`src/rtl/sqct_pkg.sv`:
```
package sqct_pkg;

    localparam int CS_W     = 18;
    localparam int QDEPTH   = 2;
    localparam int IN_DW    = 152;
    localparam int IN_UW    = 4;
    localparam int OUT_DW   = 80;

    localparam logic KIND_RECT   = 1'b0;
    localparam logic KIND_CIRCLE = 1'b1;

    localparam logic signed [18:0] CORDIC_SEED = 19'sd19898;
    localparam logic [15:0] RECIP_255 = 16'd32897;

    typedef struct packed {
        logic        kind;
        logic        visible;
        logic        first_scene;
        logic        clr_opaque;
        logic [15:0] cx;
        logic [15:0] cy;
        logic [15:0] w;
        logic [15:0] h;
        logic [15:0] angle;
        logic [23:0] top_rgb;
        logic [23:0] bot_rgb;
        logic [16:0] top_ax;
        logic [16:0] bot_ax;
    } sqct_entry_t;

    typedef struct packed {
        logic        start;
        logic [15:0] angle;
    } sqct_cordic_req_t;

    typedef enum logic [7:0] {
        ST_IDLE = 8'b0000_0001,
        ST_ANG  = 8'b0000_0010,
        ST_SEG  = 8'b0000_0100,
        ST_MUL1 = 8'b0000_1000,
        ST_SUM  = 8'b0001_0000,
        ST_MUL2 = 8'b0010_0000,
        ST_FIN  = 8'b0100_0000,
        ST_OUT  = 8'b1000_0000
    } sqct_state_t;

    function automatic logic [13:0] cordic_atan(input logic [3:0] i);
        logic [13:0] r;
        unique case (i)
            4'd0:    r = 14'd8192;
            4'd1:    r = 14'd4836;
            4'd2:    r = 14'd2555;
            4'd3:    r = 14'd1297;
            4'd4:    r = 14'd651;
            4'd5:    r = 14'd326;
            4'd6:    r = 14'd163;
            4'd7:    r = 14'd81;
            4'd8:    r = 14'd41;
            4'd9:    r = 14'd20;
            4'd10:   r = 14'd10;
            4'd11:   r = 14'd5;
            4'd12:   r = 14'd3;
            4'd13:   r = 14'd1;
            4'd14:   r = 14'd1;
            default: r = 14'd0;
        endcase
        return r;
    endfunction

endpackage

```
`src/rtl/sqct_queue.sv`:
```
module sqct_queue (
    input  logic                  aclk,
    input  logic                  aresetn,
    input  logic                  push,
    input  sqct_pkg::sqct_entry_t din,
    output logic                  full,
    input  logic                  pop,
    output sqct_pkg::sqct_entry_t dout,
    output logic                  empty
);
    import sqct_pkg::*;

    localparam int PW = (QDEPTH > 1) ? $clog2(QDEPTH) : 1;
    localparam int CW = $clog2(QDEPTH + 1);

    sqct_entry_t   mem_reg [QDEPTH];
    logic [PW-1:0] wr_reg;
    logic [PW-1:0] rd_reg;
    logic [CW-1:0] cnt_reg;

    assign full  = (cnt_reg == CW'(QDEPTH));
    assign empty = (cnt_reg == '0);
    assign dout  = mem_reg[rd_reg];

    always_ff @(posedge aclk) begin
        if (!aresetn) begin
            wr_reg  <= '0;
            rd_reg  <= '0;
            cnt_reg <= '0;
        end else begin
            if (push) begin
                wr_reg <= (wr_reg == PW'(QDEPTH - 1)) ? '0 : wr_reg + 1'b1;
            end
            if (pop) begin
                rd_reg <= (rd_reg == PW'(QDEPTH - 1)) ? '0 : rd_reg + 1'b1;
            end
            if (push && !pop) begin
                cnt_reg <= cnt_reg + 1'b1;
            end else if (pop && !push) begin
                cnt_reg <= cnt_reg - 1'b1;
            end
        end
    end

    always_ff @(posedge aclk) begin
        if (push) begin
            mem_reg[wr_reg] <= din;
        end
    end

endmodule

```
`config.mk`:
```
export PLATFORM = sky130hd
export DESIGN_NAME = sqct_queue
export DESIGN_NICKNAME = d
export VERILOG_FILES = /design/src/rtl/sqct_pkg.sv /design/src/rtl/sqct_queue.sv
export SDC_FILE = /design/constraint.sdc
export NUM_CORES = 1
export LEC_CHECK = 0
export BUFFER_PORTS_ARGS = -buffer_cell sky130_fd_sc_hd__buf_2
export CORE_MARGIN = 2
export CORE_UTILIZATION = 47
export CTS_CLUSTER_SIZE = 25
export DETAILED_ROUTE_END_ITERATION = 6
export PLACE_DENSITY = 0.76
export SETUP_SLACK_MARGIN = 0.15
export SYNTH_ARGS = -nofsm -noshare
export SYNTH_HDL_FRONTEND = slang
export SYNTH_SLANG_ARGS = --single-unit
```
`constraint.sdc`:
```
create_clock -name aclk -period 9.8 [get_ports aclk]
set_input_delay 1.47 -clock aclk [delete_from_list [all_inputs] [get_ports aclk]]
set_output_delay 1.47 -clock aclk [all_outputs]
set_load 0.01 [all_outputs]
```
Yosys cells after proc, flatten, opt, wreduce, memory -nomap -nowiden. Memories as Yosys holds them, arrays and structs flattened. A register that Yosys moved wholly into a read port is not among the register bits. Index checks and enable logic that the tools add are counted.

Bits in latches: 0. Output and inout port bits: 168. Register bits after elaboration: 4. Memory bits (writable): 332. Memories kept: 1. Logic and storage cells: 23. Bits in read-only memories: 0.

Add/subtract/negate cells: 4. Reductions and logical operators: 6. Multipliers: 0. Equality and inequality tests: 1. Bitwise gates (word level): 0. Order comparisons: 0. Divide/modulo/power cells: 0. Multiplexer cells: 8. Shift-type cells: 0.

Memory list: mem_reg (depth 2, bits a word 166, rd ports 1, clocked after Yosys merged registers in 1, wr ports 1, RTL line sqct_queue.sv:16) `sqct_entry_t mem_reg [QDEPTH];`.

Operators with widths (count): $mux W1 (6); $mux W2 (2); $add A1 B1 Y1 const B (2); $add A2 B1 Y2 const B (1); $eq A2 B2 Y1 const B (1); $logic_and A1 B1 Y1 (2); $logic_not A1 Y1 (2); $logic_not A2 Y1 (1); $reduce_bool A2 Y1 (1); $sub A2 B1 Y2 const B (1).

Longest topological paths before layout. Gate-level depths: netlist of the first run.

Depth in word-level cells: 4. Gate-level depth with buffers: 5. Mapped depth without buffers: 5.

Worst setup path after synthesis of the first run. Ideal clock, no wire load.

Path type: in2reg. Start point: input push. End point: memory mem_reg[0][0] (netlist name) (enable). Cell stages on the path: 1. Data required time: 9.086 ns. Arrival time: 8.672 ns. Path slack: 0.414 ns. Cells stage by stage: nor2b_1.

Word-level cells in the longest chain between the ends: 2.

RTL lines: from (decl) (RTL line sqct_queue.sv:4) `input logic push,`; $mux W1 (RTL line sqct_queue.sv:46) `if (push) begin`; $mux W1 (implied by the code) (RTL line sqct_queue.sv:47) `mem_reg[wr_reg] <= din;`; to (decl) (RTL line sqct_queue.sv:16).

Every way passes these cells.

==> impl_metrics.json, run 1 <==
{
  "status": "finished, final reports clean",
  "syn2layout_area_growth_pct": 26.2,
  "start_util_pct": 47.4,
  "synth_cells": 538,
  "cts_made_buffers": 35,
  "die_h_um": 165,
  "powerDensity_nw_per_um2": 219,
  "cts_root_buf": "clkbuf_16",
  "cts_tree": "built",
  "p_leak_nw": 5.79,
  "grt_pass1_vias": 6376,
  "setup_viol": 0,
  "grt_setup_unrepaired": "no",
  "wire_per_inst_um": 18.3,
  "synthTopCellsByArea": "edfxtp_1 81%, mux2_2 15%, buf_6 1.3%",
  "syn_avg_cell_area_sq_um": 22.8,
  "clk_path_buf_depth": 3,
  "p_seq_share_pct": 49.8,
  "via_count": 6218,
  "hold_path_class": "flop to flop",
  "min_period_ps": 4010,
  "drc": 0,
  "cts.sinks": 337,
  "via_per_inst": 4.92,
  "p_int_mw": 2.70,
  "port_buffers": 337,
  "vdd_drop_max_v": 0.000164,
  "tightest_slew_ps": 1050,
  "layout_commonest_cell": "buf_2",
  "largest_reg_flops": 332,
  "synth_top_cell_area_share_pct": 81.4,
  "cp_top_family": "buffers and inverters",
  "ys_ff_latch": 337,
  "synth_cell_type_count": 18,
  "holdBufCountCts": 0,
  "mostFrequentLayoutCells": "337 x buf_2, 332 x edfxtp_1, 166 x mux2_2, 37 x clkbuf_16, 9 x clkbuf_1",
  "die_w_um": 165,
  "final_area_sq_um": 15500,
  "maxSlewHeadroom_pct": 30.2,
  "combPwrFrac_pct": 9.2,
  "cp_slowest_cell": "buf_4",
  "clk_pin_slew_worst_paths_ps": 50,
  "grt_use_total_pct": 15.9,
  "layout.nets": 1071,
  "maxCapViolCount": 0,
  "dp_cells": 1198,
  "slew_viol_final": 0,
  "dp_hpwl_mm": 15.1,
  "clock.fmax_mhz": 250,
  "io_pins": 338,
  "path_max_fanout": 77,
  "worstPathCellList": "buf_4 > mux2_2 > buf_2",
  "grt_overflow": 0,
  "ys_seq_area_share_pct": 82.3,
  "syn_area_sq_um": 12200,
  "clkPwrFrac_pct": 41.0,
  "dieArea_sq_um": 27400,
  "cp_num_buf_inv": 2,
  "period_share_pct": 40.9,
  "grt_max_degree": 78,
  "rows": 59,
  "grt_pass1_wl_mm": 33.2,
  "antenna_found_initial": 4,
  "crit_type": "flop to output port",
  "swShare_pct": 20.4,
  "globalplace.congestion": 0.721,
  "tns_ps": 0,
  "final-hold-violation-count": 0,
  "timing.rr.start": "wr_reg",
  "synth_warnings": 0,
  "h-tree-depth": 2,
  "cts_resized": 0,
  "switchingPower_mw": 0.693,
  "holdWs_ps": 514,
  "placed_area_sq_um": 14200,
  "wl_mm": 23.1,
  "endpoint_kind": "output port",
  "drtPass1Iterations": 4,
  "synth_nets": 709,
  "drtAntennaViolNets": 0,
  "skew_ps": 11.1,
  "drive_gt1_share_pct": 60.6,
  "drtIter0Drc": 409,
  "slowest_delay_ps": 810,
  "layout.cells.non_filler": 1264,
  "core-area_sq_um": 25800,
  "crit_path_start_kind": "flop",
  "crit_arrival_ps": 2540,
  "cts_setup_buffers": 0,
  "reg2reg_slack_ps": 7620,
  "hold_path.startpoint": "cnt_reg[1]",
  "worst_ep_required_time_ps": 8330,
  "clk-insertion-delay-late_ps": 500,
  "yosysTopAreaCell": "edfxtp_1"
}
[metrics by stage]
stage          utilization (%)  setup WS (ps)  power [mW]
2_1_floorplan                -            414        1.91
3_5_place_dp              55.0           6290        2.03
3_3_place_gp              55.0           6290        2.02
4_1_cts                   59.8           5750        3.43
6_report                  59.8           5790        3.39
5_1_grt                   59.8           5680        3.52
[power by group through the flow]
| stage | clock (mW) | sequential [mW] | combinational [mW] |
|---|---|---|---|
| 6_report | 1.39 | 1.69 | 0.312 |
| 5_1_grt | 1.48 | 1.69 | 0.338 |
| 2_1_floorplan | 0 | 1.72 | 0.188 |
| 3_3_place_gp | 0 | 1.71 | 0.311 |
| 3_5_place_dp | 0 | 1.72 | 0.316 |
| 4_1_cts | 1.42 | 1.69 | 0.318 |
[Yosys cell counts (all sizes together)]
master,n
xnor2,1
nor2b,2
buf,18
edfxtp,332
o21ai,1
or3,1
xor2,2
a21boi,1
inv,1
ha,1
and2,4
nor2,1
and2b,1
dfxtp,5
mux2,166
o21a,1
[path summary, 6_finish.rpt]
| check | depth (start not counted) | endpoint |
|---|---|---|
| worst max register to register | 2 | mem_reg[0][112] |
| worst min-delay path | 2 | cnt_reg[1] |
| worst min register to register | 2 | cnt_reg[1] |
| worst max-delay path | 3 | dout[112] |
[worst min-delay path: stages, from the launching register on]
cell	delay [ps]
dfxtp_1	320
o21ai_0	70
a21boi_0	70
[routing by layer]
metal	GRT usage (%)	part of all wire [%]	up-vias
met5	0	0.069	-
met1	18.6	37	3022
met3	5.24	9.0	58
met2	27.4	50	256
met4	6.23	3.2	2
li1	-	-	2880
[logic make-up after synthesis]
| logic type | after synthesis | share of synthesized area [%] |
|---|---|---|
| and+or+nand+nor | 9 | 0.460 |
| xor gates and xnor gates | 3 | 0.215 |
| AOI/OAI and AO/OA | 3 | 0.164 |
| muxes | 166 | 15.3 |
| buffers and inverters | 19 | 1.52 |
| adders and majority gates | 1 | 0.102 |
| DFF | 337 | 82.3 |
[final cells by class]
class / count / area (sq um)
timing repair buffer: 343 / 1730
multi-input combinational: 182 / 1990
inverter: 1 / 3.75
antenna: 3 / 7.51
clock inverter: 16 / 250
sequential: 337 / 10100
fill: 1905 / 10400
clock buffer: 47 / 973
tap: 335 / 419
Note: power is estimated with default switching activity, not from simulation.
==> run 2, diff against run 1 <==
Settings changed: ABC_AREA from default to 1, CORE_UTILIZATION 47 to 52, PLACE_DENSITY 0.76 to 0.79.
Clock period 9.8 ns to 3.7 ns, I/O delays scaled along.
==> run 2 against run 1 <==
Combinational power is 140% higher; sequential share of layout area is 0.22 points higher; non-clock buffer count is 3 higher; via count is 0.53% higher; die area is 9.3% lower; worst hold slack worse by 270 ps; wire length is 1.2% lower; clock skew is 1.1 ps higher; global-route usage is 1.6 points higher; synthesized cell count is 2.4% higher; setup slack worse by 4900 ps; critical endpoint is now dout[142]; largest power group unchanged; highest routed layer unchanged.
==> impl_metrics.json, run 2 <==
{
  "crit_type": "flop to output port",
  "vdd_drop_max_v": 0.000456,
  "grtUsageMet1_pct": 20.3,
  "antenna_found_initial": 7,
  "cts.sinks": 337,
  "grt_pass1_vias": 6423,
  "worst_ep_required_time_ps": 3140,
  "min_period_ps": 2790,
  "cts_made_buffers": 34,
  "cts_resized": 0,
  "place_ws_ps": 1240,
  "synth_top_cell_area_share_pct": 81.4,
  "cp_top_family": "flip-flops",
  "hold_path_class": "primary input to flop",
  "drtAntennaViolNets": 0,
  "holdBufCountCts": 0,
  "wire_per_inst_um": 18.1,
  "die_h_um": 157,
  "h-tree-depth": 2,
  "powerDensity_nw_per_um2": 551,
  "drive_gt1_share_pct": 59.6,
  "via_count": 6251,
  "start_util_pct": 52.5,
  "status": "finished, final reports clean",
  "grt_overflow": 0,
  "mostFrequentLayoutCells": "337 x buf_2, 332 x edfxtp_1, 166 x mux2_2, 37 x clkbuf_16",
  "wl_mm": 22.8,
  "holdWs_ps": 239,
  "cts_setup_buffers": 0,
  "drtIter0Drc": 341,
  "cp_slowest_cell": "dfxtp_4",
  "synth_cell_type_count": 14,
  "die_w_um": 157,
  "syn_area_sq_um": 12200,
  "period_share_pct": 75.4,
  "fin_ws_ps": 910,
  "grt_max_degree": 92,
  "endpoint_kind": "output port",
  "skew_ps": 12.1,
  "rows": 56,
  "setup_viol": 0,
  "synth_edf_count": 332,
  "path_max_fanout": 66,
  "grtUsageMet2_pct": 29.3,
  "grt_pass1_wl_mm": 33.3,
  "fillCellCount": 1611,
  "core-area_sq_um": 23300,
  "synth_warnings": 0,
  "synth.most_common_cell": "edfxtp_1",
  "drc": 0,
  "port_buffers": 337,
  "slowest_delay_ps": 720,
  "synthTopCellsByArea": "edfxtp_1 81%, mux2_2 15%, buf_6 1.3%",
  "worstPathCellList": "buf_12 > mux2_2 > buf_2",
  "synth_cells": 551,
  "clk-insertion-delay-late_ps": 490,
  "finalPower_mw": 8.48,
  "ys_ff_latch": 337,
  "ys_seq_area_share_pct": 82.2,
  "tightest_slew_ps": 1030,
  "final_util_pct": 66.0,
  "layout_commonest_cell": "buf_2",
  "cts_root_buf": "clkbuf_16",
  "layout.nets": 1086,
  "grt_setup_unrepaired": "no",
  "yosysTopAreaCell": "edfxtp_1",
  "largest_reg_flops": 332,
  "clk_pin_slew_worst_paths_ps": 60,
  "syn2layout_area_growth_pct": 25.7,
  "p_leak_nw": 5.79,
  "synth_nets": 722,
  "dp_hpwl_mm": 14.8,
  "drtPass1Iterations": 4,
  "synth_flop_cell": "edfxtp_1",
  "via_per_inst": 4.95,
  "cts_tree": "built",
  "final-hold-violation-count": 0,
  "globalplace.congestion": 0.755,
  "grt_use_total_pct": 17.5,
  "maxSlewHeadroom_pct": 31.6,
  "io_pins": 338,
  "crit_arrival_ps": 2230,
  "tns_ps": 0,
  "synthTopCellsByCount": "332 x edfxtp_1, 166 x mux2_2, 14 x buf_6, 9 x nor2_1",
  "crit_path_start_kind": "flop",
  "grtUsageMet3_pct": 6.22,
  "slew_viol_final": 0,
  "maxCapViolCount": 0,
  "clock.fmax_mhz": 358,
  "clk_path_buf_depth": 3,
  "dieArea_sq_um": 24800,
  "synthArstFlopShare_pct": 0,
  "syn_avg_cell_area_sq_um": 22.2,
  "grt.busiest_layer": "met2",
  "cp_num_buf_inv": 2
}
[run 2: cell types whose count changed after synthesis, moves of 2 or more]
cell     previous run  this run
and2_1              4         0
inv_1               1         8
nand2_1             0         8
nor2_1              1         9
nor2b_1             2         0
xor2_1              2         0
[run 2: area by class of cell]
| class | instances | area [sq um] | share of cell area [%] |
|---|---|---|---|
| tap | 319 | 399 | 2.59 |
| multi-input combinational | 188 | 1970 | 12.8 |
| clock inverter | 12 | 80.1 | 0.520 |
| clock buffer | 48 | 997 | 6.47 |
| timing repair buffer | 346 | 1830 | 11.9 |
| antenna | 6 | 15.0 | 0.0975 |
| inverter | 8 | 33.8 | 0.219 |
| sequential | 337 | 10100 | 65.4 |
[run 2: kinds of logic after synthesis]
group                    count (synthesis)  synth area share [%]
AO/OA/AOI/OAI                            2                0.0816
adder cells (fa/ha/maj)                  1                 0.102
buffers and inverters                   26                  1.74
flip-flops                             337                  82.2
multiplexers                           166                  15.3
AND/OR/NAND/NOR                         19                 0.613
[run 2: routing by layer]
metal	vias to the layer above	part of all wire, %
met5	-	0.057
met1	3023	37
li1	2917	-
met4	2	3.4
met2	245	51
met3	64	8.6
[run 2: through the flow]
stage,std cells,area (sq um)
3_3_place_gp,1198,14300
4_1_cts,1258,15400
6_report,1264,15400
2_1_floorplan,551,12300
5_1_grt,1264,15400
3_5_place_dp,1198,14300
[run 2: final timing paths]
kind / endpoint / cells after the start / slack [ps] / from
setup / recovery: dout[142] / 3 / 910 / flop
hold / removal: mem_reg[1][25] / 1 / 240 / din[25]
setup reg to reg: mem_reg[1][23] / 3 / 1630 / wr_reg
hold reg to reg: flop / 2 / 500 / rd_reg
[run 2: worst register-to-register path, cell delays in order, from the launching register on]
cell        delay [ps]
dfxtp_1            340
nand2_1            130
clkinvlp_4         750
buf_4              580
[run 2: where the power goes]
| group | internal (mW) | total, mW | switching, mW |
|---|---|---|---|
| Clock | 1.94 | 3.25 | 1.31 |
| Combinational | 0.352 | 0.752 | 0.400 |
| Sequential | 4.42 | 4.48 | 0.0561 |
