===== src/rtl/sqct_pkg.sv =====
package sqct_pkg;

    localparam int CS_W     = 18;
    localparam int QDEPTH   = 2;
    localparam int IN_DW    = 152;
    localparam int IN_UW    = 4;
    localparam int OUT_DW   = 80;

    localparam logic KIND_RECT   = 1'b0;
    localparam logic KIND_CIRCLE = 1'b1;

    localparam logic signed [18:0] CORDIC_SEED = 19'sd19898;
    localparam logic [15:0] RECIP_255 = 16'd32897;

    typedef struct packed {
        logic        kind;
        logic        visible;
        logic        first_scene;
        logic        clr_opaque;
        logic [15:0] cx;
        logic [15:0] cy;
        logic [15:0] w;
        logic [15:0] h;
        logic [15:0] angle;
        logic [23:0] top_rgb;
        logic [23:0] bot_rgb;
        logic [16:0] top_ax;
        logic [16:0] bot_ax;
    } sqct_entry_t;

    typedef struct packed {
        logic        start;
        logic [15:0] angle;
    } sqct_cordic_req_t;

    typedef enum logic [7:0] {
        ST_IDLE = 8'b0000_0001,
        ST_ANG  = 8'b0000_0010,
        ST_SEG  = 8'b0000_0100,
        ST_MUL1 = 8'b0000_1000,
        ST_SUM  = 8'b0001_0000,
        ST_MUL2 = 8'b0010_0000,
        ST_FIN  = 8'b0100_0000,
        ST_OUT  = 8'b1000_0000
    } sqct_state_t;

    function automatic logic [13:0] cordic_atan(input logic [3:0] i);
        logic [13:0] r;
        unique case (i)
            4'd0:    r = 14'd8192;
            4'd1:    r = 14'd4836;
            4'd2:    r = 14'd2555;
            4'd3:    r = 14'd1297;
            4'd4:    r = 14'd651;
            4'd5:    r = 14'd326;
            4'd6:    r = 14'd163;
            4'd7:    r = 14'd81;
            4'd8:    r = 14'd41;
            4'd9:    r = 14'd20;
            4'd10:   r = 14'd10;
            4'd11:   r = 14'd5;
            4'd12:   r = 14'd3;
            4'd13:   r = 14'd1;
            4'd14:   r = 14'd1;
            default: r = 14'd0;
        endcase
        return r;
    endfunction

endpackage


===== src/rtl/sqct_front.sv =====
module sqct_front (
    input  logic [sqct_pkg::IN_UW-1:0] in_user,
    input  logic [sqct_pkg::IN_DW-1:0] in_data,
    output sqct_pkg::sqct_entry_t      entry
);
    import sqct_pkg::*;

    logic [31:0] top;
    logic [31:0] bot;
    logic [7:0]  opac;
    logic [15:0] top_prod;
    logic [15:0] bot_prod;

    assign top  = in_data[111:80];
    assign bot  = in_data[143:112];
    assign opac = in_data[151:144];

    assign top_prod = top[7:0] * opac;
    assign bot_prod = bot[7:0] * opac;

    always_comb begin
        entry.kind        = in_user[0];
        entry.visible     = in_user[1];
        entry.first_scene = in_user[3];
        entry.clr_opaque  = in_user[2] &
                            ((top[7:0] != 8'hFF) || (bot[7:0] != 8'hFF) || (opac != 8'hFF));
        entry.cx          = in_data[15:0];
        entry.cy          = in_data[31:16];
        entry.w           = in_data[47:32];
        entry.h           = in_data[63:48];
        entry.angle       = in_data[79:64];
        entry.top_rgb     = top[31:8];
        entry.bot_rgb     = bot[31:8];
        entry.top_ax      = {1'b0, top_prod} + 17'd127;
        entry.bot_ax      = {1'b0, bot_prod} + 17'd127;
    end

endmodule


===== config.mk =====
export PLATFORM = sky130hd
export DESIGN_NAME = sqct_front
export DESIGN_NICKNAME = d
export VERILOG_FILES = /design/src/rtl/sqct_pkg.sv /design/src/rtl/sqct_front.sv
export SDC_FILE = /design/constraint.sdc
export NUM_CORES = 1
export LEC_CHECK = 0
export BUFFER_PORTS_ARGS = -buffer_cell sky130_fd_sc_hd__buf_2
export CAP_MARGIN = 20
export CORE_UTILIZATION = 35
export DETAILED_ROUTE_END_ITERATION = 16
export GPL_TIMING_DRIVEN = 0
export PLACE_DENSITY = 0.68
export SLEW_MARGIN = 20
export SYNTH_ARGS = -nofsm -noshare
export SYNTH_HDL_FRONTEND = slang
export SYNTH_SLANG_ARGS = --single-unit

===== constraint.sdc =====
create_clock -name vclk -period 3.89
set_input_delay 0.1945 -clock vclk [all_inputs]
set_output_delay 0.1945 -clock vclk [all_outputs]
set_load 0.005 [all_outputs]

== Word-level counts from Yosys, hierarchy flattened ==
Cells that the tools add are included.
Cells by class
  equality and inequality tests: 3
  multipliers: 2
  add/sub/neg operators: 2
  bitwise gates (word level): 1
  reductions and logical operators: 2
Operators with widths (count)
  $add A16 B7 Y17 const B: 2
  $mul A8 B8 Y16: 2
  $ne A8 B8 Y1 const B: 3
  $logic_or A1 B1 Y1: 2
  $and A1 B1 Y1: 1
Word-level totals
  register bits after elaboration: 0

== Longest topological paths before layout ==
Gate-level depths: netlist of the first run.
  depth in word-level cells: 4
  mapped depth: 16
  gate-level depth less buffers: 15

== Worst setup path after synthesis of the first run ==
OpenSTA, ideal clock, no wires.
  kind: input to output
  from: in in_data[144] (netlist name)
  to: out entry[33] (netlist name)
  arrival: 3.942 ns
  stages: 15
  path slack: -0.247 ns
  required time: 3.695 ns
  path buffers: 1
  path through: clkbuf_1 > nand2_1 > fa_1 > inv_1 > fa_1 > fa_1 > inv_1 > fa_1 > inv_1 > ha_1 > a21o_1 > nand2_1 > and4b_4 > or2_4 > o311ai_4
RTL lines
  start: declaration: line sqct_front.sv:3  | input logic [sqct_pkg::IN_DW-1:0] in_data,
  end: declaration: line sqct_front.sv:4  | output sqct_pkg::sqct_entry_t entry

==> results of run 1 <==
-- cells in the mapped netlist (all sizes together) (2+ instances only) --
cell type	instances	area, sq um
a2111oi	3	51.3
a211oi	6	45.0
a21o	12	91.3
a21oi	14	77.6
a31oi	5	31.3
and2	74	463
and3	2	13.8
and4b	2	23.8
buf	133	993
clkbuf	15	57.6
fa	84	1680
ha	76	951
inv	126	473
nand2	73	274
nand3	3	15.0
nand3b	2	15.0
nand4	5	31.3
nor2	23	86.3
nor2b	7	43.8
nor3	4	20.0
nor3b	3	22.5
nor4b	2	17.5
o2111ai	2	17.5
o211ai	3	22.5
o21a	3	22.5
o21ai	12	60.1
o31ai	2	15.0
or2	3	21.3
xnor2	12	105
xor2	6	52.6
-- per-stage QoR --
step,instance area (sq um),TNS (ns)
floorplan,6020,-0.0291
global placement,7230,-10.12
detailed placement,7230,-10.54
CTS,8180,-2.54
global route,8390,-4.44
finish,8390,-2.16
-- power by group --
part | total [W] | switching, W | internal [W] | leakage (nW)
Sequential | 0 | 0 | 0 | 0
Combinational | 0.00453 | 0.00223 | 0.00231 | 4.65
Clock | 0 | 0 | 0 | 0
Total | 0.00453 | 0.00223 | 0.00231 | 4.65
-- timing repair --
| item | 4_1_cts | 5_1_grt |
|---|---|---|
| resized for setup | 144 | 46 |
| cloned | 2 | 0 |
| buffers inserted | 33 | 8 |
| pin swaps | 69 | 41 |
| setup endpoints to repair | 22 | 20 |
| hold buffers | 0 | 0 |
-- logic make-up after synthesis --
| logic type | count (synthesis) |
|---|---|
| buf+inv | 274 |
| simple gates | 208 |
| fa+ha+maj | 160 |
| compound gates | 70 |
| xor+xnor | 18 |
| mux | 1 |
-- routing by layer --
layer	share of wire	up-vias
li1	-	2604
met1	0.42	2541
met2	0.51	206
met3	0.071	2
met4	0.0014	0
met5	0	-
-- worst max path at each step --
stage	endpoint	start	cells past startpoint
after floorplan	entry[33]	in_data[85]	14
after CTS	entry[13]	in_data[148]	17
after global routing	entry[13]	in_data[146]	17
after global placement	entry[16]	in_data[151]	17
after detailed placement	entry[16]	in_data[151]	17
final	entry[33]	in_data[147]	16
-- area by class of cell --
type	count	share of cell area
tap	220	0.0328
inverter	126	0.0564
timing repair buffer	230	0.173
buffer	146	0.144
multi-input combinational	457	0.595
==> results.toml, run 1 <==
[outcome]
status = "finished with violations"
violations = "negative setup slack"

[final_layout]
seq_cells = 0
drive_gt1_frac = 0.505
fin_cells = 1179
area_delta_synth_final_pct = 41.6
mostFrequentLayoutCells = "buf_2, buf_4, inv_1"
ff_latch_area_sq_um = 0
finalNetCount = 1277
final_common_cell = "buf_2"
multi_input_area_sq_mm = 0.00499
clkbuf_count = 0
antenna_cells = 0
nFillCells = 1598
post-route-util = 0.506

[global_routing]
grt_use_total = 0.156
antenna_found_initial = 0
grt_pass1_vias = 5142
met3_usage = 0.0123
grt-ovfl-total = 0
use_met1 = 0.206
grt.busiest_layer = "met2"
grt_pass1_wl_um = 23200
use_met2 = 0.289
grt_max_degree = 11

[timing]
period_needed_ns = 4.14
worstMarginPinSlew_ns = 0.457
min_period_over_period = 1.06
final_max_slew_viol_count = 0
hold_viol = 0
rsz0062_at_grt = "yes"
max_slew_margin = 0.695
max_freq_mhz = 242
fin_ws_ns = -0.245
hold_ws_ns = 0.553
finalSetupViolCount = 15

[worst_hold_path]
worstHoldStart = "in_data[25]"
worstHoldPathType = "input port to output pin"
hold_depth = 2
min_delay_worst_endpoint = "entry[139]"

[synthesis]
synth-simple-area-share = 0.183
synth-seq-area-share = 0
synthCells = 731
synth-xor-area-share = 0.0266
synth-compound-area-share = 0.0872
synth_top_family_by_area = "adder cells"
ys_types = 55
postSynthNetCount = 1047
yosysWarningCount = 0
syn_avg_cell_area_sq_um = 8.11
syn-cell-area_sq_mm = 0.00593
muxShareOfSynthArea = 0.00190
yosys.area_share.adder = 0.444

[routing]
drcViolationCount = 0
via_count = 5353
dr.first_iter.drc_count = 210
ant_nets = 0
finalWirelength_um = 14200
wire_per_inst_um = 12.0
dr.pass1.iters = 4
routed_via_density = 4.54

[setup_path]
crit_slowest_cell = "fa_1"
worst-path-max-fanout = 8
cp_data_arrival_time_ns = 3.94
path_buf_inv = 6
startpoint_type = "input port"
cpMostUsedCell = "fa_1"
cpPeakStageDelay_ns = 0.56
crit_family = "adder cells"
required_ns = 3.70
cp_cell_sequence = "buf_12 > clkbuf_16 > nand2_4 > fa_1 > fa_1 > inv_2 > fa_1 > inv_1 > fa_1 > inv_2 > ha_4 > o2111ai_4 > and4b_4 > or2_4 > o311ai_4 > buf_2"
critical_path_class = "input port to output pin"
worstSetupEndpointType = "output pin"

[power_and_ir_drop]
power_density_mw_per_mm2 = 540
irDropWorstVdd_v = 0.000344
p_total_w = 0.00453
leakage_nw = 4.65

[placed_design]
dp_worst_setup_slack_ns = -0.817
gp_congestion = 0.818
dp.final_hpwl_um = 11300
port_buffers = 188
dp_cells = 1139

[die]
io_pins = 322
initial_core_util = 0.357
fp.dieArea_sq_mm = 0.0175
num_rows = 47
die_w_um = 132
die_h_um = 132
core_sq_mm = 0.0166

[job]
drv_cap = 0
No activity file was read; power rests on OpenSTA's default activity.
==> run 2: changes to the inputs <==
--- a/config.mk
+++ b/config.mk
@@ -5,12 +5,13 @@
 export SDC_FILE = /design/constraint.sdc
 export NUM_CORES = 1
 export LEC_CHECK = 0
+export ABC_AREA = 1
 export BUFFER_PORTS_ARGS = -buffer_cell sky130_fd_sc_hd__buf_2
 export CAP_MARGIN = 20
 export CORE_UTILIZATION = 35
 export DETAILED_ROUTE_END_ITERATION = 16
 export GPL_TIMING_DRIVEN = 0
-export PLACE_DENSITY = 0.68
+export PLACE_DENSITY = 0.67
 export SLEW_MARGIN = 20
 export SYNTH_ARGS = -nofsm -noshare
 export SYNTH_HDL_FRONTEND = slang
==> constraint.sdc (replaced) <==
create_clock -name vclk -period 3.45
set_input_delay 0.1725 -clock vclk [all_inputs]
set_output_delay 0.1725 -clock vclk [all_outputs]
set_load 0.005 [all_outputs]
==> results.toml, run 2 <==
[outcome]
status = "finished with violations"
violations = "negative setup slack"

[routing]
via_count = 5862
finalWirelength_um = 15700
ant_nets = 0
drcViolationCount = 0
routed_via_density = 4.25
dr.pass1.iters = 4
dr.first_iter.drc_count = 151
wire_per_inst_um = 11.3

[synthesis]
synth-simple-area-share = 0.218
ys_types = 28
synthCells = 949
synth_top_family_by_area = "adder cells"
synth_common_cells = "nand2_1, inv_1, buf_4, fa_1, ha_1"
synth-compound-area-share = 0.0183
muxShareOfSynthArea = 0
yosys.area_share.adder = 0.414
synth-xor-area-share = 0.0179
yosys.area.top_type_share = 0.264
synth_top_area_cell = "fa_1"
synth-seq-area-share = 0
yosysWarningCount = 0
postSynthNetCount = 1265
syn-cell-area_sq_mm = 0.00636
yosysMostFrequentCell = "nand2_1"
syn_avg_cell_area_sq_um = 6.70
synthTopCellsByArea = "fa_1, nand2_1, buf_4"

[die]
fp.dieArea_sq_mm = 0.0187
die_h_um = 137
core_sq_mm = 0.0175
die_w_um = 137
initial_core_util = 0.363
num_rows = 48
io_pins = 322

[setup_path]
cp_data_arrival_time_ns = 3.67
required_ns = 3.28
cp-startpoint = "in_data[144]"
worstSetupEndpointType = "output pin"
worstSetupEndpoint = "entry[15]"
startpoint_type = "input port"
worst-path-max-fanout = 5
critical_path_class = "input port to output pin"

[final_layout]
multi_input_area_sq_mm = 0.00483
nFillCells = 1707
area_delta_synth_final_pct = 37.8
drive_gt1_frac = 0.451
finalNetCount = 1473
mostFrequentLayoutCells = "inv_1, nand2_1, buf_2"
post-route-util = 0.500
antenna_cells = 0
final_common_cell = "inv_1"
clkbuf_count = 0
fin_cells = 1380
seq_cells = 0
ff_latch_area_sq_um = 0
fin_area_sq_mm = 0.00876

[global_routing]
grt_max_degree = 10
grt_pass1_vias = 5501
grt-ovfl-total = 0
antenna_found_initial = 0
grt_use_total = 0.162
grt_pass1_wl_um = 24800

[placed_design]
dp_worst_setup_slack_ns = -0.498
dp.final_hpwl_um = 13200
port_buffers = 167
gp_congestion = 0.849
dp_cells = 1341
place_area_sq_mm = 0.00774

[power_and_ir_drop]
pwr-share-seq = 0
leakage_nw = 5.60
combPwrFrac = 1.000
power_density_mw_per_mm2 = 581
irDropWorstVdd_v = 0.000810
power_switching_w = 0.00271
swShare = 0.533
p_clk_frac = 0
p_int_w = 0.00238

[timing]
fin_ws_ns = -0.394
min_period_over_period = 1.11
hold_ws_ns = 0.509
worstMarginPinSlew_ns = 0.520
final_max_slew_viol_count = 0
rsz0062_at_grt = "yes"
hold_viol = 0
max_slew_margin = 0.650
period_needed_ns = 3.84
finalSetupViolCount = 24
max_freq_mhz = 260

[clock_network]
hold_buffers = 0

[job]
drv_cap = 0

[worst_hold_path]
worstHoldPathType = "input port to output pin"
[run 2: layout make-up]
| class | instances | share of cell area |
|---|---|---|
| Timing Repair Buffer | 206 | 0.144 |
| Tap cell | 225 | 0.0321 |
| Multi-Input combinational cell | 525 | 0.551 |
| Inverter | 261 | 0.112 |
| Buffer | 163 | 0.160 |
[run 2: through the flow]
step	power, W	setup TNS (ns)
finish	0.00509	-7.49
detailed placement	0.00400	-9.58
global route	0.00570	-10.77
global placement	0.00397	-9.49
floorplan	0.00292	-1.45
CTS	0.00459	-6.58
[run 2: logic make-up after synthesis]
kind of cell,Yosys count
xor gates and xnor gates,13
AOI/OAI and AO/OA,17
buffers and inverters,424
adders and majority gates,160
and+or+nand+nor,335
[run 2: layer usage]
metal / vias up / wire (um) / track usage
met4: 0 / 269 / 0.0348
met5: - / 0 / 0
met2: 185 / 8290 / 0.310
li1: 2981 / - / -
met3: 20 / 758 / 0.00444
met1: 2676 / 6340 / 0.200
[run 2: worst min path at each step]
stage                      from          to  slack [ns]  depth (start not counted)
floorplan           in_data[50]  entry[100]        0.43                          1
global route        in_data[68]   entry[86]        0.51                          2
CTS                  in_data[9]  entry[155]        0.51                          2
global placement    in_data[54]  entry[104]        0.51                          2
finish              in_data[54]  entry[104]        0.51                          2
detailed placement   in_data[9]  entry[155]        0.51                          2
[run 2: repair_timing]
action,in CTS,in global routing
gates resized for setup,114,56
buffers inserted,27,9
gates cloned,2,1
pin swaps,51,33
hold endpoints to repair,0,0
setup endpoints to repair,25,25
[run 2: worst max-delay path, cell delays in order]
cell and delay, ns:
clkbuf_16 0.12, buf_12 0.13, nand2_4 0.05, fa_1 0.55, inv_2 0.04, fa_1 0.51
fa_1 0.51, inv_1 0.05, fa_1 0.49, inv_2 0.05, ha_4 0.29, nand2_4 0.06
nor2_1 0.09, nand2_1 0.08, nand3_4 0.13, nand2_2 0.06, nand2_1 0.06, nand2_1 0.04
nand2_1 0.05, buf_2 0.10
[run 2: power groups by stage]
stage / logic [W] / registers (W) / clock network [W]
global route: 0.00570 / 0 / 0
detailed placement: 0.00400 / 0 / 0
CTS: 0.00459 / 0 / 0
finish: 0.00509 / 0 / 0
global placement: 0.00397 / 0 / 0
floorplan: 0.00292 / 0 / 0
==> run 3: changes to the inputs <==
--- a/config.mk
+++ b/config.mk
@@ -12,6 +12,7 @@
 export DETAILED_ROUTE_END_ITERATION = 16
 export GPL_TIMING_DRIVEN = 0
 export PLACE_DENSITY = 0.67
+export RECOVER_POWER = 25
 export SLEW_MARGIN = 20
 export SYNTH_ARGS = -nofsm -noshare
 export SYNTH_HDL_FRONTEND = slang
==> results.toml, run 3 (synthesis gave the netlist of run 2 again) <==
[placed_design]
port_buffers = 167
dp.final_hpwl_um = 13200
gp_congestion = 0.849

[setup_path]
worst-path-max-fanout = 5
cpPeakStageDelay_ns = 0.55
worstSetupEndpointType = "output pin"
cp_cell_sequence = "clkbuf_16 > buf_12 > nand2_4 > fa_1 > inv_2 > fa_1 > fa_1 > inv_1 > fa_1 > inv_2 > ha_4 > nand2_4 > nor2_1 > nand2_1 > nand3_4 > nand2_2 > nand2_1 > nand2_1 > nand2_1 > buf_2"
cp_data_arrival_time_ns = 3.67
crit_slowest_cell = "fa_1"
critical_path_class = "input port to output pin"
required_ns = 3.28
cp-startpoint = "in_data[144]"
startpoint_type = "input port"

[routing]
ant_nets = 0
routed_via_density = 4.25
dr.pass1.iters = 4
via_count = 5860
wire_per_inst_um = 11.3
finalWirelength_um = 15600
drcViolationCount = 0
dr.first_iter.drc_count = 168

[global_routing]
grt_pass1_wl_um = 24800
grt_use_total = 0.162
antenna_found_initial = 0
grt_max_degree = 10
grt-ovfl-total = 0
grt_pass1_vias = 5501

[die]
die_w_um = 137
num_rows = 48
die_h_um = 137
fp.dieArea_sq_mm = 0.0187
io_pins = 322
core_sq_mm = 0.0175
initial_core_util = 0.363

[clock_network]
hold_buffers = 0

[outcome]
violations = "negative setup slack"
status = "finished with violations"

[final_layout]
clkbuf_count = 0
nFillCells = 1707
area_delta_synth_final_pct = 37.8
seq_cells = 0
antenna_cells = 0
ff_latch_area_sq_um = 0
finalNetCount = 1473
mostFrequentLayoutCells = "inv_1, nand2_1, buf_2"
drive_gt1_frac = 0.451
post-route-util = 0.500
final_common_cell = "inv_1"

[timing]
max_slew_margin = 0.628
final_max_slew_viol_count = 0
finalSetupViolCount = 24
period_needed_ns = 3.84
rsz0062_at_grt = "yes"
max_freq_mhz = 260
fin_ws_ns = -0.394
hold_ws_ns = 0.509
hold_viol = 0
min_period_over_period = 1.11
worstMarginPinSlew_ns = 0.552

[worst_hold_path]
worstHoldPathType = "input port to output pin"
worstHoldStart = "in_data[54]"

[power_and_ir_drop]
power_density_mw_per_mm2 = 580
irDropWorstVdd_v = 0.000811
p_total_w = 0.00509
leakage_nw = 5.59

[job]
drv_cap = 0
## run 3: layout make-up
class | count | area (sq um) | area share
timing repair buffer | 206 | 1260 | 0.144
inverter | 261 | 985 | 0.112
tap | 225 | 282 | 0.0321
multi-input combinational | 525 | 4830 | 0.551
buffer | 163 | 1400 | 0.160
## run 3: timing repair
item,CTS,global route
setup buffers,27,9
resized for setup,114,56
setup endpoints to repair,25,25
cloned,2,1
pin swaps,51,33
## run 3: through the flow
step                      TNS (ns)  cells  instance area [sq um]  setup slack (ns)
final                        -7.49   1380                   8760            -0.394
after global routing        -10.77   1380                   8760            -0.564
after CTS                    -6.58   1370                   8460            -0.370
after detailed placement     -9.58   1341                   7740            -0.498
after global placement       -9.49   1341                   7740            -0.499
after floorplan              -1.45    949                   6630            -0.135
## run 3: worst max-delay path, delay by kind of cell
| family | cells | cell delay [ns] |
|---|---|---|
| and+or+nand+nor | 9 | 0.62 |
| buffers and inverters | 6 | 0.49 |
| adders and majority gates | 5 | 2.35 |
## run 3: power by group
part	switching, W	leakage [nW]	internal (W)
Sequential	0	0	0
Clock	0	0	0
Combinational	0.00271	5.59	0.00237
Total	0.00271	5.59	0.00237
## run 3: worst paths after layout
kind	to	cells after the start
worst min-delay path	entry[104]	2
worst max-delay path	entry[15]	20
## run 3: per-layer routing
metal	vias up	share of wire	GRT usage	routed length (um)
met5	-	0	0	0
met1	2677	0.40	0.200	6330
met4	0	0.017	0.0348	269
met2	184	0.53	0.310	8270
met3	20	0.049	0.00444	765
li1	2979	-	-	-
