File: config.mk
export PLATFORM = sky130hd
export DESIGN_NAME = sqct_cordic
export DESIGN_NICKNAME = d
export VERILOG_FILES = /design/src/rtl/sqct_pkg.sv /design/src/rtl/sqct_cordic.sv
export SDC_FILE = /design/constraint.sdc
export NUM_CORES = 1
export LEC_CHECK = 0
export BUFFER_PORTS_ARGS = -buffer_cell sky130_fd_sc_hd__buf_2
export CELL_PAD_IN_SITES_DETAIL_PLACEMENT = 1
export CELL_PAD_IN_SITES_GLOBAL_PLACEMENT = 2
export CORE_MARGIN = 5
export CORE_UTILIZATION = 38
export DETAILED_ROUTE_END_ITERATION = 7
export GPL_TIMING_DRIVEN = 0
export PLACE_DENSITY = 0.9
export SLEW_MARGIN = 20
export SYNTH_ARGS = -nofsm -noshare
export SYNTH_HDL_FRONTEND = slang
export SYNTH_SLANG_ARGS = --single-unit
File: constraint.sdc
create_clock -name aclk -period 6 [get_ports aclk]
set_input_delay 1.8 -clock aclk [delete_from_list [all_inputs] [get_ports aclk]]
set_output_delay 1.8 -clock aclk [all_outputs]
set_load 0.005 [all_outputs]
File: src/rtl/sqct_pkg.sv
package sqct_pkg;

    localparam int CS_W     = 18;
    localparam int QDEPTH   = 2;
    localparam int IN_DW    = 152;
    localparam int IN_UW    = 4;
    localparam int OUT_DW   = 80;

    localparam logic KIND_RECT   = 1'b0;
    localparam logic KIND_CIRCLE = 1'b1;

    localparam logic signed [18:0] CORDIC_SEED = 19'sd19898;
    localparam logic [15:0] RECIP_255 = 16'd32897;

    typedef struct packed {
        logic        kind;
        logic        visible;
        logic        first_scene;
        logic        clr_opaque;
        logic [15:0] cx;
        logic [15:0] cy;
        logic [15:0] w;
        logic [15:0] h;
        logic [15:0] angle;
        logic [23:0] top_rgb;
        logic [23:0] bot_rgb;
        logic [16:0] top_ax;
        logic [16:0] bot_ax;
    } sqct_entry_t;

    typedef struct packed {
        logic        start;
        logic [15:0] angle;
    } sqct_cordic_req_t;

    typedef enum logic [7:0] {
        ST_IDLE = 8'b0000_0001,
        ST_ANG  = 8'b0000_0010,
        ST_SEG  = 8'b0000_0100,
        ST_MUL1 = 8'b0000_1000,
        ST_SUM  = 8'b0001_0000,
        ST_MUL2 = 8'b0010_0000,
        ST_FIN  = 8'b0100_0000,
        ST_OUT  = 8'b1000_0000
    } sqct_state_t;

    function automatic logic [13:0] cordic_atan(input logic [3:0] i);
        logic [13:0] r;
        unique case (i)
            4'd0:    r = 14'd8192;
            4'd1:    r = 14'd4836;
            4'd2:    r = 14'd2555;
            4'd3:    r = 14'd1297;
            4'd4:    r = 14'd651;
            4'd5:    r = 14'd326;
            4'd6:    r = 14'd163;
            4'd7:    r = 14'd81;
            4'd8:    r = 14'd41;
            4'd9:    r = 14'd20;
            4'd10:   r = 14'd10;
            4'd11:   r = 14'd5;
            4'd12:   r = 14'd3;
            4'd13:   r = 14'd1;
            4'd14:   r = 14'd1;
            default: r = 14'd0;
        endcase
        return r;
    endfunction

endpackage

File: src/rtl/sqct_cordic.sv
module sqct_cordic (
    input  logic                                aclk,
    input  logic                                aresetn,
    input  sqct_pkg::sqct_cordic_req_t          req,
    output logic                                done,
    output logic signed [sqct_pkg::CS_W-1:0]    cos_o,
    output logic signed [sqct_pkg::CS_W-1:0]    sin_o
);
    import sqct_pkg::*;

    logic signed [18:0] x_reg;
    logic signed [18:0] y_reg;
    logic signed [16:0] z_reg;
    logic [1:0]         q_reg;
    logic [3:0]         i_reg;
    logic               busy_reg;
    logic               done_reg;
    logic signed [18:0] xs;
    logic signed [18:0] ys;
    logic signed [16:0] at;
    logic signed [18:0] nx;
    logic signed [18:0] ny;

    assign xs   = x_reg >>> i_reg;
    assign ys   = y_reg >>> i_reg;
    assign at   = $signed({3'b000, cordic_atan(i_reg)});
    assign done = done_reg;

    always_ff @(posedge aclk) begin
        if (!aresetn) begin
            busy_reg <= 1'b0;
            done_reg <= 1'b0;
            i_reg    <= '0;
        end else begin
            done_reg <= 1'b0;
            if (req.start) begin
                busy_reg <= 1'b1;
                i_reg    <= '0;
            end else if (busy_reg) begin
                i_reg <= i_reg + 1'b1;
                if (i_reg == 4'd14) begin
                    busy_reg <= 1'b0;
                    done_reg <= 1'b1;
                end
            end
        end
    end

    always_ff @(posedge aclk) begin
        if (req.start) begin
            x_reg <= CORDIC_SEED;
            y_reg <= '0;
            z_reg <= $signed({3'b000, req.angle[13:0]});
            q_reg <= req.angle[15:14];
        end else if (busy_reg) begin
            if (!z_reg[16]) begin
                x_reg <= x_reg - ys;
                y_reg <= y_reg + xs;
                z_reg <= z_reg - at;
            end else begin
                x_reg <= x_reg + ys;
                y_reg <= y_reg - xs;
                z_reg <= z_reg + at;
            end
        end
    end

    always_comb begin
        unique case (q_reg)
            2'd0: begin nx = x_reg;  ny = y_reg;  end
            2'd1: begin nx = -y_reg; ny = x_reg;  end
            2'd2: begin nx = -x_reg; ny = -y_reg; end
            default: begin nx = y_reg; ny = -x_reg; end
        endcase
        cos_o = nx[CS_W-1:0];
        sin_o = ny[CS_W-1:0];
    end

endmodule

* After elaboration in Yosys (flattened, before gate mapping) *
Memories as Yosys holds them, arrays and structs flattened. A register that Yosys moved wholly into a read port is not among the register bits.
Index checks and enable logic that the tools add are counted.

word-level totals
  logic and storage cells = 42
  bits in read-only memories = 224
  output and inout bits = 37
  memories kept = 1
  bits of input ports = 19
  register bits = 63

operators by class
  reductions and logical operators = 4
  bitwise logic cells = 2
  add/subtract/negate cells = 9
  equality and inequality tests = 3
  shift-type cells = 2
  multiplexer cells = 13

memory list
  name              depth  width  rd ports  clocked after memory_dff  wr ports  RTL line        source
  (name not given)  16     14     1         1                         0         sqct_pkg.sv:49  unique case (i)

operator list
  kind                   count
  $pmux W18 S3           2
  $add A19 B19 Y19       2
  $mux W19               2
  $sshr A19 B4 Y19       2
  $sub A19 B19 Y19       2
  $neg A18 Y18           2
  $mux W14               2
  $add A17 B15 Y17       1
  $mux W17               1
  $sub A17 B15 Y17       1
  $mux W4                2
  $add A4 B1 Y4 const B  1
  $eq A4 B4 Y1 const B   1
  $mux W1                4
  $reduce_or A3 Y1       1
  $eq A2 B1 Y1 const B   1
  $eq A2 B2 Y1 const B   1
  $logic_not A2 Y1       1
  $not A1 Y1             2
  $reduce_bool A2 Y1     1
  $reduce_or A2 Y1       1

* Depth between registers and ports, before layout *
Gate-level depths: netlist of the first run.

  depth after elaboration = 4
  mapped depth = 27
  gate-level depth less buffers = 22

* Least setup slack after synthesis of the first run *
OpenSTA, ideal clock, no wires.

  path kind = flip-flop to flip-flop
  from = reg i_reg[0]
  to = reg x_reg[18]
  required time = 5,884 ps
  stages on the path, launching flop included = 25
  setup time = 116 ps
  buffers on the path = 5
  clock period less this slack = 4,876 ps
  setup slack = 1,124 ps
  arrival = 4,761 ps
  cells stage by stage = dfxtp_1 -> buf_6 -> buf_12 -> buf_6 -> buf_4 -> buf_6 -> mux4_2 -> nand2_1 -> o21ai_0 -> o21ai_0 -> ha_1 -> nor3b_2 -> nor2_1 -> xnor2_1 -> ha_1 -> a2111o_1 -> a31oi_1 -> o311ai_0 -> a31oi_1 -> nor2b_1 -> o21a_1 -> o41a_1 -> xor2_1 -> a211oi_1 -> a31o_1

on the way
  longest elaborated chain between the ends = 3
  elaborated cells between the ends (all ways) = 4
  classes of those cells = add/sub (2); shift (1); mux (1)

RTL lines
  item                                                  RTL line                              source
  start: declaration                                    sqct_cordic.sv:15                     logic [3:0] i_reg;
  start signal: assignment                              sqct_cordic.sv:40                     i_reg <= i_reg + 1'b1;
  $sshr A19 B4 Y19 *                                    sqct_cordic.sv:25                     assign ys = y_reg >>> i_reg;
  $sub A19 B19 Y19 or $add A19 B19 Y19 (tied branches)  sqct_cordic.sv:57, sqct_cordic.sv:61
  $mux W19 *                                            sqct_cordic.sv:56                     if (!z_reg[16]) begin
  end signal: assignment                                sqct_cordic.sv:57                     x_reg <= x_reg - ys;
  end signal: assignment                                sqct_cordic.sv:61                     x_reg <= x_reg + ys;
  end: declaration                                      sqct_cordic.sv:11                     logic signed [18:0] x_reg;

Mark *: on every way between the ends. The rest lies on a longest branch, timed or not.
A chain may end at the register's enable or synchronous reset.

* Worst setup path after layout of the first run *
  from = reg i_reg[2]
  to = reg x_reg[18]

Same word-level chain as after synthesis.

==> run metrics, run 1 <==
status finished, final reports clean; Mapped Area 9520 µm²; post-synthesis cell count 1182; pwr dens 549 nW/µm²; Final Hold Vio Count 0; Seq/Total Area, Yosys 0.179; Bufs and invs on worst path 4; most frequent cells in the layout nor2_1, nand2_1, a21oi_1; clock root buffer clkbuf_16; EDFF count, synth 16; die width 168 µm; crit share post-route 0.944; slew margin rel. 0.287; Area Overhead vs Synth 10.9%; initial core utilization 0.382; commonest non-fill, non-tap cell in the layout nor2_1; H-tree depth 3; Worst Path Max Fanout 10; core area 24900 µm²; Post-Layout Cell Count 1583; CP required 6260 ps; Post-Route WL 35200 µm; clock latency on the worst-skew pair 370 ps; die area 28300 µm²; final total power 0.00580 W; number of DRC markers in iteration 0 704; ys flop type dfxtp_1; slowest CP cell clkbuf_1; gpl congestion 0.979; crit-path cells buf_2 -> buf_2 -> clkbuf_1 -> clkbuf_2 -> nor3_1 -> a31oi_1 -> o32ai_1 -> and3_1 -> and3_1 -> nand2_1 -> a31oi_1 -> o21ai_0 -> ha_1 -> a21o_1 -> nor3_1 -> o311ai_1 -> a31oi_2 -> nor2b_1 -> o21a_1 -> o41a_1 -> xor2_2 -> a211oi_1 -> a31o_1; YS warnings 0; antenna-violating nets left 0; GRT Resource Usage Total 0.246; crit end category flop; Max-Cap Viols 0; # IOs 56; largest net degree at the start of global routing 17; Tightest Pin Transition 1070 ps; type of the worst setup path flop to flop; CTS tree yes; Sink Count 77; initial antenna violation count 0; CTS Buf Count 9; Total Nets Final 1337; Pins Over Slew Limit 0; Async S/R FF share, synth 0; GRT Residual Overflow 0; Residual DRC 0; final setup violation count 0; vias in the first global route 9658; RSZ-0062 raised after global routing no; vias after detailed routing 9495; worst hold slack 516 ps; delay-heaviest family, CP compound AO/OA/AOI/OAI gates; fmax 177 MHz; Synth cell types 79; VDD IR-drop max 0.254 mV; Placed Instances 1567; syn avg cell area 8.05 µm²; number of port buffers 55; post-CTS setup repair buffer count 0; # diodes 0; Syn Nets 1271; Clock Path Buffers 2; final worst path period need 5670 ps; Yosys reg bits 77; Layout Utilization 0.424; layout cells sized above 1 0.145; wire per inst 22.2 µm; Hold-fix buffers, CTS 0; first-pass GRT wire length 54900 µm; Largest stage delay, worst path 500 ps; Worst setup SP type flop; DP HPWL 26800 µm; drt via density 6.00; Pre-Repair DR Iteration Count 5; clock skew 12.4 ps; Reg clk slew, reported paths 80 ps; worst min-delay path class flop to flop; critical path arrival 5930 ps; Core Rows 58; Leak 4.36 nW; Chip Height 168 µm
[timing repair]
action                                  CTS  global route
endpoints found under the setup margin    6             3
hold endpoints to repair                  0             0
resized for setup                         3            14
pin swaps                                 0             1
[synthesized netlist by cell type (21+ instances only)]
library cell	count	area share
nor2_1	120	0.047
nand2_1	115	0.045
a21oi_1	83	0.044
o21ai_0	78	0.041
xnor2_1	77	0.071
ha_1	67	0.088
clkbuf_1	65	0.026
dfxtp_1	61	0.13
xor2_1	55	0.051
mux4_2	40	0.095
inv_1	36	0.014
mux2i_1	33	0.035
nor3_1	25	0.013
a21o_1	23	0.018
mux2_2	21	0.025
[worst reg2reg max path: cells and delay by family (launching register included)]
kind	cells	cell delay (ps)
adder cells (fa/ha/maj)	1	310
flip-flops	1	320
AND/OR/NAND/NOR	6	910
XOR/XNOR	1	240
buffers and inverters	4	1520
AO/OA/AOI/OAI	11	2280
[power by group]
part	total, W	switching, W	internal, W
sequential	0.000786	0.000107	0.000679
clock	0.000621	0.000286	0.000335
combinational	0.00440	0.00249	0.00191
total	0.00580	0.00288	0.00292
[cell type report]
cell class,count,area [µm²]
plain buffers,95,444
inverters,37,139
clock buffers,9,225
clock inverters,7,88.8
well taps,330,413
repair buffers,55,275
multi-input cells,973,7270
fillers,3074,14300
flip-flops and latches,77,1700
[metrics by stage]
stage	TNS [ps]	area (µm²)	worst slack, ps
after global routing	0	10600	18.9
final	0	10600	334
after floorplan	0	9520	1120
after global placement	-1170	10200	-446
after detailed placement	-1330	10200	-535
after CTS	0	10500	30.3
[final timing paths]
| kind | slack, ps | endpoint | start | cells after the start |
|---|---|---|---|---|
| worst max-delay path | 330 | x_reg[18] | i_reg[2] | 23 |
| worst max register to register | 330 | x_reg[18] | i_reg[2] | 23 |
| worst min-delay path | 520 | z_reg[14] | z_reg[14] | 2 |
| worst min register to register | 520 | z_reg[14] | z_reg[14] | 2 |
[cell families after synthesis]
logic type	share of synthesized area
DFF	0.179
and+or+nand+nor	0.182
xor gates and xnor gates	0.121
adders and majority gates	0.0944
AOI/OAI and AO/OA	0.201
buffers and inverters	0.0595
muxes	0.163
[metal layers]
metal,global-route usage,wire length (µm),up-vias
li1,-,-,4388
met1,0.328,15300,4703
met2,0.408,16600,339
met3,0.0390,2430,65
met4,0.0797,886,0
met5,0,0,-
No activity file was read; power rests on OpenSTA's default activity.
==> run 2: changes to the inputs <==
- BUFFER_PORTS_ARGS: -buffer_cell sky130_fd_sc_hd__buf_2 -> -buffer_cell sky130_fd_sc_hd__buf_4
- SKIP_LAST_GASP: not set -> 1
- SLEW_MARGIN: 20 -> not set
==> run metrics, run 2 (synthesis results as in run 1) <==
Final Hold Vio Count 0; number of port buffers 55; Max-Cap Viols 0; largest net degree at the start of global routing 17; Fillers 3064; clock skew 15.5 ps; P_sw 0.00287 W; Total Nets Final 1337; Placed Instances 1567; fmax 175 MHz; die area 28300 µm²; Core Rows 58; CP required 6260 ps; CTS tree yes; Worst setup SP type flop; reg2reg setup slack 300 ps; critical path's most frequent cell clkbuf_2; number of DRC markers in iteration 0 656; final total power 0.00584 W; critical path arrival 5960 ps; Pre-Repair DR Iteration Count 5; VDD IR-drop max 0.302 mV; # diodes 0; GRT Residual Overflow 0; commonest non-fill, non-tap cell in the layout nor2_1; Clock Path Buffers 2; gpl congestion 0.966; final worst path period need 5700 ps; vias after detailed routing 9434; reg2reg start i_reg[3]; Hold Path Origin z_reg[15]; H-tree depth 3; wire per inst 22.4 µm; sequential power share 0.135; vias in the first global route 9463; post-place setup slack -427 ps; initial core utilization 0.382; crit share post-route 0.950; sw frac 0.491; layout cells sized above 1 0.147; Residual DRC 0; pwr dens 546 nW/µm²; clock root buffer clkbuf_16; antenna-violating nets left 0; slowest CP cell dfxtp_1; Pins Over Slew Limit 0; RSZ-0062 raised after global routing yes; status finished, final reports clean; Tightest Pin Transition 1050 ps; clock latency on the worst-skew pair 370 ps; most frequent cells in the layout nor2_1, nand2_1, a21oi_1; Worst Path Max Fanout 10; core area 24900 µm²; hold path cells 1; type of the worst setup path flop to flop; Largest stage delay, worst path 450 ps; P_int 0.00297 W; Area Overhead vs Synth 12.4%; # IOs 56; Hold Path End z_reg[15]; Hold-fix buffers, CTS 0; Post-Route WL 35500 µm; die width 168 µm; Reg clk slew, reported paths 80 ps; power share of the combinational group 0.761; worst r2r path cells 21; Post-Layout Cell Count 1583; GRT Resource Usage Total 0.245; worst min-delay path class flop to flop; Clk pwr share 0.105; crit-path cells clkbuf_2 -> clkbuf_2 -> buf_2 -> clkbuf_2 -> nand2_1 -> o21ai_0 -> ha_1 -> o2111a_1 -> and3_1 -> nor2b_1 -> nor2_1 -> o22a_1 -> ha_1 -> and3_1 -> nand4_1 -> o21ai_0 -> nor4_2 -> o31ai_1 -> xor2_1 -> a21oi_1 -> a31o_1; first-pass GRT wire length 54800 µm; initial antenna violation count 0; drt via density 5.96; DP HPWL 27300 µm; Sink Count 77; crit end category flop; CTS Buf Count 9; slew margin rel. 0.297; final setup violation count 0; Leak 4.41 nW; Chip Height 168 µm; Setup WS post-layout 297 ps; reg2reg end y_reg[18]
==> run 2: cell counts in the layout (fill, tap and decap cells not counted) <==
Identical to the previous run, type by type.
==> run 2: per-stage QoR <==
step	TNS, ps	utilization	hold slack (ps)	cell area, µm²
3_3_place_gp	-905	0.416	487	10300
3_5_place_dp	-1090	0.416	495	10300
5_1_grt	-3.42	0.430	528	10700
6_report	0	0.430	512	10700
2_1_floorplan	0	-	467	9520
4_1_cts	0	0.428	511	10700
==> run 2: worst max-delay path by stage <==
stage | cells after the start | slack (ps) | to | start
floorplan | 24 | 1120 | x_reg[18] | i_reg[0]
global placement | 21 | -410 | y_reg[18] | i_reg[3]
detailed placement | 21 | -430 | y_reg[18] | i_reg[3]
CTS | 23 | 100 | x_reg[18] | i_reg[2]
global route | 23 | -3 | y_reg[18] | i_reg[0]
finish | 21 | 300 | y_reg[18] | i_reg[3]
==> run 2: cell type report <==
cell class / instances / area, µm² / area share
clock inverter: 7 / 88.8 / 0.00830
multi-input combinational: 973 / 7280 / 0.680
timing repair buffer: 55 / 413 / 0.0386
inverter: 37 / 139 / 0.0130
clock buffer: 9 / 225 / 0.0210
buffer: 95 / 442 / 0.0413
sequential: 77 / 1700 / 0.159
tap: 330 / 413 / 0.0386
==> run 2: per-layer routing <==
metal / GRT usage / up-vias / wire length (µm)
met5: 0 / - / 0
met4: 0.0621 / 0 / 806
met3: 0.0446 / 50 / 2350
met2: 0.405 / 309 / 16500
met1: 0.333 / 4688 / 15800
li1: - / 4387 / -
==> run 2: critical path, delay by kind of cell (launching register included) <==
family                   cells  cell delay [ps]
flip-flops                   1              450
adder cells (fa/ha/maj)      2              580
XOR/XNOR                     1              280
buffers and inverters        4             1400
AO/OA/AOI/OAI                7             1720
AND/OR/NAND/NOR              7             1140
==> run 2: what timing repair did <==
action,CTS,global route
cloned,0,0
pin swaps,0,1
buffers inserted,0,0
resized for setup,3,14
setup endpoints to repair,6,3
==> run 2: power groups by stage <==
| stage | sequential (W) | clock (W) | combinational (W) |
|---|---|---|---|
| after floorplan | 0.000750 | 0 | 0.00329 |
| after global placement | 0.000788 | 0 | 0.00425 |
| after CTS | 0.000785 | 0.000618 | 0.00440 |
| final | 0.000786 | 0.000612 | 0.00444 |
| after global routing | 0.000799 | 0.000638 | 0.00490 |
| after detailed placement | 0.000796 | 0 | 0.00436 |
==> run 3: changes to the inputs <==
- CORE_UTILIZATION: 38 -> 30
- GPL_TIMING_DRIVEN: 0 -> not set
- PLACE_DENSITY: 0.9 -> 0.75
- SLEW_MARGIN: not set -> 20
==> run metrics, run 3 (synthesis results as in run 1) <==
Placement Cell Area 10200 µm²; die width 188 µm; clock root buffer clkbuf_16; final setup violation count 0; Bufs and invs on worst path 2; reg2reg setup slack 520 ps; worst r2r path cells 20; Area Overhead vs Synth 10.5%; drt via density 5.55; gpl congestion 0.887; number of port buffers 55; hold path cells 1; fin area 10500 µm²; initial antenna violation count 0; VDD IR-drop max 0.169 mV; Core Rows 65; CTS Buf Count 9; Worst setup SP type flop; worst min-delay path class flop to flop; wire per inst 19.2 µm; most frequent cells in the layout nor2_1, nand2_1, a21oi_1; Reg clk slew, reported paths 70 ps; Total Nets Final 1267; largest net degree at the start of global routing 47; initial core utilization 0.302; status finished, final reports clean; GRT Residual Overflow 0; Post-Route WL 30400 µm; vias after detailed routing 8790; crit share post-route 0.928; delay-heaviest family, CP simple AND/OR/NAND/NOR gates; critical path arrival 3770 ps; slowest CP cell mux4_2; # diodes 0; Clock Path Buffers 2; crit-path cells inv_1 -> ha_1 -> nand2_1 -> or3_1 -> or3_1 -> or3_1 -> or3_1 -> nor3_1 -> xnor2_1 -> mux4_2 -> buf_4; number of DRC markers in iteration 0 529; # IOs 56; final worst path period need 5570 ps; reg2reg end y_reg[18]; Worst Path Max Fanout 9; Setup TNS 0 ps; Hold Path End z_reg[15]; critical path's most frequent cell or3_1; post-CTS setup repair buffer count 0; Chip Height 188 µm; Hold Path Origin z_reg[15]; crit end category primary output; core area 31500 µm²; CTS tree yes; clock skew 15.9 ps; Sink Count 77; Leak 4.31 nW; first-pass GRT wire length 48700 µm; commonest non-fill, non-tap cell in the layout nor2_1; fmax 180 MHz; Tightest Pin Transition 935 ps; post-place setup slack 423 ps; Fillers 3763; reg2reg start i_reg[1]; Largest stage delay, worst path 500 ps; slew margin rel. 0.368; RSZ-0062 raised after global routing no; vias in the first global route 8933; antenna-violating nets left 0; type of the worst setup path flop to primary output; Pre-Repair DR Iteration Count 5; Pins Over Slew Limit 0; Setup WS post-layout 430 ps; die area 35400 µm²; Max-Cap Viols 0; layout cells sized above 1 0.154; pwr dens 538 nW/µm²; Residual DRC 0; clock latency on the worst-skew pair 370 ps; H-tree depth 3; worst hold slack 505 ps; GRT Resource Usage Total 0.169; DP HPWL 23000 µm; CP required 4200 ps; Final Hold Vio Count 0
[run 3: cell types whose count changed in the layout (fill, tap and decap cells not counted), sizes merged]
cell and change:
buf -1, clkbuf -69
[run 3: final cells by class]
| cell class | count | area [µm²] | share of cell area |
|---|---|---|---|
| clock buffers | 9 | 225 | 0.0214 |
| inverters | 37 | 139 | 0.0132 |
| repair buffers | 80 | 608 | 0.0578 |
| well taps | 402 | 503 | 0.0478 |
| multi-input cells | 973 | 7250 | 0.690 |
| flip-flops and latches | 77 | 1710 | 0.163 |
| clock inverters | 7 | 80.1 | 0.00762 |
[run 3: metrics by stage]
stage | std cells | utilization | total power, W
floorplan | 1182 | - | 0.00404
global placement | 1568 | 0.324 | 0.00497
detailed placement | 1568 | 0.324 | 0.00505
CTS | 1584 | 0.334 | 0.00570
global route | 1585 | 0.334 | 0.00619
finish | 1585 | 0.334 | 0.00566
[run 3: worst max-delay path by stage]
stage	depth (start not counted)	to	start	slack, ps
6_report	11	sin_o[16]	y_reg[1]	430
5_1_grt	20	y_reg[18]	i_reg[1]	50
4_1_cts	20	y_reg[18]	i_reg[0]	370
3_5_place_dp	20	y_reg[18]	i_reg[0]	420
3_3_place_gp	20	y_reg[18]	i_reg[0]	580
2_1_floorplan	24	x_reg[18]	i_reg[0]	1120
[run 3: layer usage]
metal / part of all wire / routed length, µm / track usage
met4: 0.017 / 529 / 0.0440
met2: 0.48 / 14500 / 0.287
met1: 0.47 / 14200 / 0.227
met5: 0 / 0 / 0
met3: 0.039 / 1170 / 0.0225
[run 3: repair_timing]
item	CTS	global route
hold buffers	0	0
endpoints found under the setup margin	0	2
gates resized for setup	0	1
[run 3: power breakdown]
part | internal, W | leakage [nW] | switching, W
sequential | 0.000679 | 0.665 | 0.000329
clock | 0.000330 | 0.149 | 0.000282
combinational | 0.00193 | 3.50 | 0.00211
total | 0.00293 | 4.31 | 0.00272
